File: src/sv/dvl_pkg.sv
// dvl_pkg: types, constants and helpers shared by the diffuse vertex lighting block.
// No dependencies; every other file of the block imports it.
`default_nettype none

package dvl_pkg;

	localparam int DEFAULT_MAX_LIGHTS = 8;
	localparam int FRAC_BITS          = 14;
	localparam int VEC_W              = 16;
	localparam int COL_W              = 8;
	localparam int LIGHT_IDX_W        = 3;
	localparam int NUM_LIGHTS_W       = 3;
	localparam int PROD_W             = 2 * VEC_W;
	localparam int DOT_W              = PROD_W + 2;
	localparam int INT_W              = 15;
	localparam int SCALED_W           = COL_W + INT_W;
	localparam int COLOR_MAX          = 255;
	localparam int HALF_LSB           = 1 << (FRAC_BITS - 1);

	localparam logic OP_LOAD   = 1'b0;
	localparam logic OP_VERTEX = 1'b1;

	localparam logic [INT_W-1:0] INTENSITY_MAX = {INT_W{1'b1}};

	typedef struct packed {
		logic                    op;
		logic [LIGHT_IDX_W-1:0]  light_index;
		logic signed [VEC_W-1:0] vec_x;
		logic signed [VEC_W-1:0] vec_y;
		logic signed [VEC_W-1:0] vec_z;
		logic [COL_W-1:0]        col_red;
		logic [COL_W-1:0]        col_green;
		logic [COL_W-1:0]        col_blue;
	} dvl_in_t;

	typedef struct packed {
		logic [COL_W-1:0] out_red;
		logic [COL_W-1:0] out_green;
		logic [COL_W-1:0] out_blue;
	} dvl_out_t;

	typedef struct packed {
		logic signed [VEC_W-1:0] x;
		logic signed [VEC_W-1:0] y;
		logic signed [VEC_W-1:0] z;
	} vec3_t;

	typedef struct packed {
		logic [COL_W-1:0] red;
		logic [COL_W-1:0] green;
		logic [COL_W-1:0] blue;
	} rgb_t;

	// Lights that can be in use: limited by the table and by the 3-bit count.
	function automatic int lane_count(input int max_lights);
		int n;
		n = max_lights - 1;
		if (n > (1 << NUM_LIGHTS_W) - 1) begin
			n = (1 << NUM_LIGHTS_W) - 1;
		end
		return n;
	endfunction

endpackage

`default_nettype wire

File: src/sv/dvl_light_table.sv
// dvl_light_table: light direction/colour table, light count register, lane fan-out.
// Depends on dvl_pkg.
`default_nettype none

module dvl_light_table import dvl_pkg::*; #(
	parameter int MAX_LIGHTS = DEFAULT_MAX_LIGHTS,
	localparam int NUM_LANES = lane_count(MAX_LIGHTS),
	localparam int IDX_W     = $clog2(MAX_LIGHTS)
) (
	input  wire logic                          clk,
	input  wire logic                          arst_n,
	input  wire logic                          wr_en,
	input  wire logic [LIGHT_IDX_W-1:0]        wr_index,
	input  wire vec3_t                         wr_dir,
	input  wire rgb_t                          wr_col,
	input  wire logic                          cfg_wr_en,
	input  wire logic [NUM_LIGHTS_W-1:0]       cfg_wr_data,
	output vec3_t [NUM_LANES-1:0]              lane_dir,
	output rgb_t  [NUM_LANES-1:0]              lane_col,
	output logic  [NUM_LANES-1:0]              lane_en,
	output rgb_t                               ambient
);

	vec3_t dir_q [MAX_LIGHTS];
	rgb_t  col_q [MAX_LIGHTS];
	logic [NUM_LIGHTS_W-1:0] num_lights_q;
	logic [NUM_LIGHTS_W-1:0] count;

	always_ff @(posedge clk or negedge arst_n) begin
		if (!arst_n) begin
			num_lights_q <= '0;
			for (int i = 0; i < MAX_LIGHTS; i++) begin
				dir_q[i] <= '0;
				col_q[i] <= '0;
			end
		end else begin
			if (cfg_wr_en) begin
				num_lights_q <= cfg_wr_data;
			end
			// loads past the end of the table are dropped
			if (wr_en && (int'(wr_index) < MAX_LIGHTS)) begin
				dir_q[IDX_W'(wr_index)] <= wr_dir;
				col_q[IDX_W'(wr_index)] <= wr_col;
			end
		end
	end

	always_comb begin
		count = (num_lights_q > NUM_LIGHTS_W'(NUM_LANES)) ?
			NUM_LIGHTS_W'(NUM_LANES) : num_lights_q;
		ambient = col_q[IDX_W'(count)];
		for (int i = 0; i < NUM_LANES; i++) begin
			lane_dir[i] = dir_q[i];
			lane_col[i] = col_q[i];
			lane_en[i]  = NUM_LIGHTS_W'(i) < count;
		end
	end

endmodule

`default_nettype wire

File: config.mk
export PLATFORM = sky130hd
export DESIGN_NAME = dvl_light_table
export DESIGN_NICKNAME = d
export VERILOG_FILES = /design/src/sv/dvl_pkg.sv /design/src/sv/dvl_light_table.sv
export SDC_FILE = /design/constraint.sdc
export NUM_CORES = 1
export LEC_CHECK = 0
export ABC_AREA = 0
export ABC_CLOCK_PERIOD_IN_PS = 2100
export BUFFER_PORTS_ARGS = -buffer_cell sky130_fd_sc_hd__buf_2
export CORE_MARGIN = 5
export CORE_UTILIZATION = 42
export DETAILED_ROUTE_END_ITERATION = 6
export PLACE_DENSITY_LB_ADDON = 0.25
export SYNTH_ARGS = -nofsm -noshare
export SYNTH_HDL_FRONTEND = slang
export SYNTH_SLANG_ARGS = --single-unit
File: constraint.sdc
create_clock -name clk -period 2.1 [get_ports clk]
set_input_delay 0.42 -clock clk [delete_from_list [all_inputs] [get_ports clk]]
set_output_delay 0.42 -clock clk [all_outputs]
set_load 0.01 [all_outputs]
==> results.py, run 1 <==
metrics = {
    "final_layout": {
        "fillCellCount": 4596,
        "finalNetCount": 1976,
        "fin_util_pct": 51.7,
        "drive_gt1_share_pct": 70.8,
        "multi_input_area_sq_um": 7590,
        "area_delta_synth_final_pct": 22.3,
        "seqCellArea_sq_um": 13300,
        "fin_area_sq_um": 27800,
    },
    "drt": {
        "ant_nets": 0,
        "vias_per_cell": 5.21,
        "wire_per_inst_um": 25.2,
        "via_count": 13700,
        "wl_mm": 66.3,
        "drc": 0,
        "dr.pass1.iters": 4,
        "initialDrtViolationCount": 584,
    },
    "sta": {
        "final-setup-viol-count": 28,
        "min_period_over_period_pct": 129,
        "slew_headroom_pct": 69.7,
        "period_needed_ns": 2.71,
        "hold_ws_ns": 0.103,
        "drv_slew": 0,
        "worst-slew-pin-transition_ns": 0.453,
        "hold_viol_final": 0,
        "layout_setup_ws_ns": -0.611,
        "fmax_ghz": 0.369,
        "fin_worst_skew_ns": 0,
        "grt_setup_unrepaired": "true",
    },
    "setup_path": {
        "rrSetupSlack_ns": 1.00,
        "path_class": "flip-flop to output port",
        "crit_top_cell": "buf_12",
        "cp_slowest_cell": "mux4_2",
        "r2r_start": "num_lights_q[0]$_DFFE_PN0P_",
        "cpPeakStageDelay_ns": 0.49,
        "worstPathRequired_ns": 1.68,
        "cp.arrival_ns": 2.29,
        "end_kind": "output port",
        "worstPathMaxFanout": 8,
        "cp_cell_sequence": "buf_12, buf_12, buf_16, mux4_2, mux2_4, buf_6",
        "cp-start-kind": "flip-flop",
        "r2r_end": "num_lights_q[0]$_DFFE_PN0P_",
        "crit_buf_inv": 4,
        "worstRegToRegCells": 3,
        "critical-path-top-delay-family": "multiplexers",
    },
    "hold_path": {
        "hold_end": "num_lights_q[2]$_DFFE_PN0P_",
        "hp-start": "cfg_wr_data[2]",
        "min_path_type": "input port to flip-flop",
        "holdPathStages": 2,
    },
    "placement": {
        "dpl.hpwl_mm": 47.2,
        "gp_congestion": 0.837,
        "preCtsSetupSlack_ns": -0.0420,
        "dpl-instance-area_sq_um": 25700,
        "numPortBuffers": 616,
    },
    "pwr": {
        "power.switching_mw": 9.48,
        "power.share.switching_pct": 29.9,
        "p_int_mw": 22.2,
        "finalPower_mw": 31.7,
        "p_leak_nw": 13.1,
        "p_clk_share_pct": 30.0,
        "irDropWorstVdd_uv": 749,
        "power.density_nw_per_um2": 1140,
        "power_frac_seq_pct": 44.2,
        "power_frac_comb_pct": 25.8,
    },
    "global_routing": {
        "grt_max_degree": 66,
        "grt_pass1_wl_mm": 101,
        "antenna_found_initial": 5,
        "gr-total-overflow": 0,
        "grt_pass1_vias": 15100,
        "track_usage_pct": 22.0,
    },
    "synth": {
        "synth_top_family_by_area": "multiplexers",
        "synth.top_cell.area_share_pct": 58.5,
        "synthTopCellsByArea": "dfrtp_1 (58%), mux2_2 (28%), buf_4 (5.8%)",
        "synth-compound-area-share_pct": 0.0661,
        "synth-simple-area-share_pct": 0.457,
        "yosys.area_share.adder_pct": 0,
        "synth_ff_type": "dfrtp_1",
        "ys_warn_count": 0,
        "synth_area_sq_um": 22700,
        "synthMuxAreaShare_pct": 32.9,
        "yosysUniqueCellTypes": 20,
        "synth_area_leader_cell": "dfrtp_1",
        "syn_avg_cell_area_sq_um": 16.3,
        "seq_area_frac_synth_pct": 58.5,
        "synthTopCellsByCount": "mux2_2 (555), dfrtp_1 (531), buf_4 (176)",
        "syn_nets": 1472,
        "synth_cells": 1390,
        "synthXorXnorAreaFrac_pct": 0,
        "yosysMostFrequentCell": "mux2_2",
        "ys_ff_latch": 531,
        "synth_edf_count": 0,
        "synthArstFlopShare_pct": 100,
    },
    "clock_tree": {
        "cts_root_buffer": "clkbuf_16",
        "cts_tree": "yes",
        "numCtsBuffers": 55,
        "cts.sinks": 531,
        "clock_path_buffers": 3,
        "clkTransAtPathRegs_ns": 0.06,
        "clk_latency_ns": 0.57,
        "htree_levels": 2,
    },
    "floorplanning": {
        "die_area_sq_um": 58800,
        "die_w_um": 243,
        "start_util_pct": 42.3,
        "design.core.area_sq_um": 53700,
        "dieHeight_um": 243,
        "row_count": 85,
        "io_pins": 617,
    },
    "run": {
        "maxCapViolations": 0,
    },
    "status": {
        "status": "complete, but fails checks",
        "violations": "negative setup slack",
    },
}
power by group through the flow:
stage                     Sequential (mW)  Combinational (mW)  Clock [mW]
after floorplan                      14.4                4.38           0
after global placement               14.1                7.84           0
after detailed placement             14.1                7.95           0
after CTS                            14.0                8.30        9.74
after global routing                 14.3                8.76        10.2
final                                14.0                8.18        9.52
routing by layer:
metal | vias to the layer above | share of wire [%] | global-route usage [%]
met5 | - | 0.041 | 0
met4 | 4 | 3.1 | 6.96
met3 | 124 | 8.4 | 7.49
met2 | 526 | 50 | 37.3
met1 | 7219 | 39 | 26.8
li1 | 5844 | - | -
layout make-up:
cell class,count,area share [%]
well taps,696,3.13
flip-flops and latches,531,47.8
clock inverters,15,0.477
multi-input cells,617,27.3
repair buffers,689,15.2
clock buffers,83,5.95
diodes,3,0.0270
cells in the final DEF, fill, tap and decap left out, types with 3 or more instances in the layout:
cell / count
mux2_4: 14
buf_4: 31
buf_8: 3
nand4b_1: 3
buf_2: 599
and4bb_4: 3
diode_2: 3
buf_12: 34
mux2_2: 541
buf_6: 19
dfrtp_1: 529
clkbuf_1: 11
mux4_1: 16
clkbuf_16: 55
clkbuf_8: 17
clkinv_2: 9
mux4_2: 31
stage by stage:
stage / cells / TNS, ns
2_1_floorplan: 1390 / 0
3_5_place_dp: 2518 / -0.0420
5_1_grt: 2633 / -16.34
6_report: 2634 / -14.44
4_1_cts: 2629 / -15.12
3_3_place_gp: 2518 / 0
kinds of logic after synthesis:
logic type             Yosys count
AOI/OAI and AO/OA                2
buffers and inverters          242
DFF                            531
muxes                          603
and+or+nand+nor                 12
repair_timing:
item,CTS,global route
pin swaps,2,1
endpoints found under the setup margin,29,28
gates cloned,3,0
setup buffers,9,5
endpoints found under the hold margin,29,0
hold buffers,1,0
resized for setup,59,11
sequential cells by signal (all words and copies together), names as in the netlist:
signal and cells:
lane_dir 336, num_lights_q 3, lane_col 168, col_q 24
worst max path at each step:
stage	cells past startpoint	to	start	slack, ns
final	6	ambient[10]	num_lights_q[0]$_DFFE_PN0P_	-0.61
after global routing	6	ambient[10]	num_lights_q[0]$_DFFE_PN0P_	-0.68
after CTS	6	ambient[10]	num_lights_q[0]$_DFFE_PN0P_	-0.65
after detailed placement	4	ambient[11]	num_lights_q[0]$_DFFE_PN0P_	-0.04
after global placement	4	ambient[11]	num_lights_q[0]$_DFFE_PN0P_	0.004
after floorplan	4	ambient[0]	num_lights_q[0]$_DFFE_PN0P_	0.25
Power figures use the tool's default switching activity.
==> inputs of run 2 (changes only) <==
PLACE_DENSITY = 0.66   (was unset)
PLACE_DENSITY_LB_ADDON = unset   (was 0.25)
==> results.py, run 2 (synthesis gave the netlist of run 1 again) <==
metrics = {
    "final_layout": {
        "seqCellArea_sq_um": 13300,
        "fillCellCount": 4541,
        "largest_register_ffs": 336,
        "fin_util_pct": 51.5,
        "final_cell_mix": "buf_2 (608), mux2_2 (548), dfrtp_1 (528), clkbuf_16 (59), buf_12 (29)",
        "layout_commonest_cell": "buf_2",
        "fin_area_sq_um": 27700,
        "area_delta_synth_final_pct": 21.8,
        "fin_cells": 2624,
        "finalNetCount": 1964,
        "multi_input_area_sq_um": 7580,
        "drive_gt1_share_pct": 70.5,
    },
    "drt": {
        "ant_nets": 0,
        "wire_per_inst_um": 25.1,
        "via_count": 13800,
        "initialDrtViolationCount": 570,
        "dr.pass1.iters": 4,
        "vias_per_cell": 5.26,
        "drc": 0,
        "wl_mm": 65.9,
    },
    "floorplanning": {
        "die_w_um": 243,
        "design.core.area_sq_um": 53700,
        "start_util_pct": 42.3,
        "io_pins": 617,
        "row_count": 85,
        "dieHeight_um": 243,
        "die_area_sq_um": 58800,
    },
    "global_routing": {
        "grt_pass1_wl_mm": 99.5,
        "grt_max_degree": 60,
        "grt_util_met1_pct": 27.2,
        "gr-total-overflow": 0,
        "use_met3_pct": 6.83,
        "gr-max-usage-layer": "met2",
        "met2_usage_pct": 35.5,
        "track_usage_pct": 21.8,
        "antenna_found_initial": 6,
        "grt_pass1_vias": 15100,
    },
    "setup_path": {
        "cpPeakStageDelay_ns": 0.54,
        "end_kind": "output port",
        "cp-start-kind": "flip-flop",
        "critical-path-top-delay-family": "multiplexers",
        "crit_top_cell": "buf_12",
        "worstPathMaxFanout": 15,
        "cp.arrival_ns": 2.32,
        "crit_buf_inv": 3,
        "worstPathRequired_ns": 1.68,
        "cp_cell_sequence": "buf_12, buf_12, mux4_1, mux2_2, buf_2",
        "cp_slowest_cell": "mux4_1",
        "path_class": "flip-flop to output port",
    },
    "sta": {
        "drv_slew": 0,
        "worst-slew-pin-transition_ns": 0.496,
        "hold_viol_final": 0,
        "fmax_ghz": 0.364,
        "slew_headroom_pct": 66.9,
        "hold_ws_ns": 0.0977,
        "final-setup-viol-count": 26,
        "period_needed_ns": 2.74,
        "min_period_over_period_pct": 131,
        "fin_worst_skew_ns": 0,
        "fin_setup_tns_ns": -14.27,
        "layout_setup_ws_ns": -0.644,
        "grt_setup_unrepaired": "true",
    },
    "clock_tree": {
        "cts_root_buffer": "clkbuf_16",
        "cts.sinks": 531,
        "clk_latency_ns": 0.58,
        "htree_levels": 2,
        "cts_tree": "yes",
        "clkTransAtPathRegs_ns": 0.06,
        "clock_path_buffers": 3,
        "numCtsBuffers": 55,
    },
    "pwr": {
        "power.density_nw_per_um2": 1160,
        "irDropWorstVdd_uv": 819,
        "finalPower_mw": 32.0,
        "p_leak_nw": 13.1,
    },
    "hold_path": {
        "min_path_type": "input port to flip-flop",
    },
    "placement": {
        "dpl-instance-area_sq_um": 25600,
        "preCtsSetupSlack_ns": -0.0655,
        "gp_congestion": 0.816,
        "numPortBuffers": 616,
        "dpl.hpwl_mm": 45.4,
        "dp_cells": 2513,
    },
    "run": {
        "maxCapViolations": 0,
    },
    "status": {
        "status": "complete, but fails checks",
        "violations": "negative setup slack",
    },
}
-- run 2: cell types whose count changed in the layout (fill, tap and decap cells not counted), sizes merged --
cell,change
buf,-15
bufinv,+4
clkbuf,-1
clkinv,-3
clkinvlp,+1
diode,+2
inv,+2
-- run 2: per-layer routing --
metal | vias to the layer above | part of all wire, % | wire length (um)
li1 | 5834 | - | -
met1 | 7249 | 39 | 25700
met2 | 565 | 49 | 32000
met3 | 150 | 8.5 | 5630
met4 | 0 | 3.9 | 2570
met5 | - | 0 | 0
-- run 2: final timing paths --
path | start | to | slack [ns] | cells after the start
max | num_lights_q[0]$_DFFE_PN0P_ | ambient[17] | -0.64 | 5
max in group asynchronous | arst_n | lane_dir[190]$_DFFE_PN0P_ | 0.89 | 3
max reg2reg | num_lights_q[0]$_DFFE_PN0P_ | num_lights_q[0]$_DFFE_PN0P_ | 0.91 | 3
min | cfg_wr_data[2] | num_lights_q[2]$_DFFE_PN0P_ | 0.1 | 2
min in group asynchronous | arst_n | lane_col[76]$_DFFE_PN0P_ | 0.37 | 2
min reg2reg | lane_dir[154]$_DFFE_PN0P_ | lane_dir[154]$_DFFE_PN0P_ | 0.50 | 1
-- run 2: worst register-to-register path, delay by kind of cell, from the launching register on --
family	cells	cell delay, ns
multiplexers	1	0.27
buffers and inverters	2	0.35
flip-flops	1	0.45
-- run 2: area by class of cell --
type / count / area share, %
Antenna cell: 5 / 0.0452
Tap cell: 696 / 3.15
Clock buffer: 79 / 5.84
Timing Repair Buffer: 677 / 14.7
Clock inverter: 19 / 0.918
Sequential cell: 531 / 48.0
Multi-Input combinational cell: 617 / 27.4
-- run 2: what timing repair did --
action                                 4_1_cts  5_1_grt
hold buffers                                 1        0
pin swaps                                    2        1
endpoints found under the hold margin       31        0
resized for setup                           32       10
gates cloned                                 2        3
setup endpoints to repair                   28       29
setup buffers                                3        0
-- run 2: power by group --
group | leakage, nW | switching, mW | total (mW) | internal, mW
clock network | 0.920 | 4.05 | 10.0 | 5.96
registers | 6.37 | 1.49 | 14.0 | 12.5
logic | 5.79 | 3.94 | 8.05 | 4.10
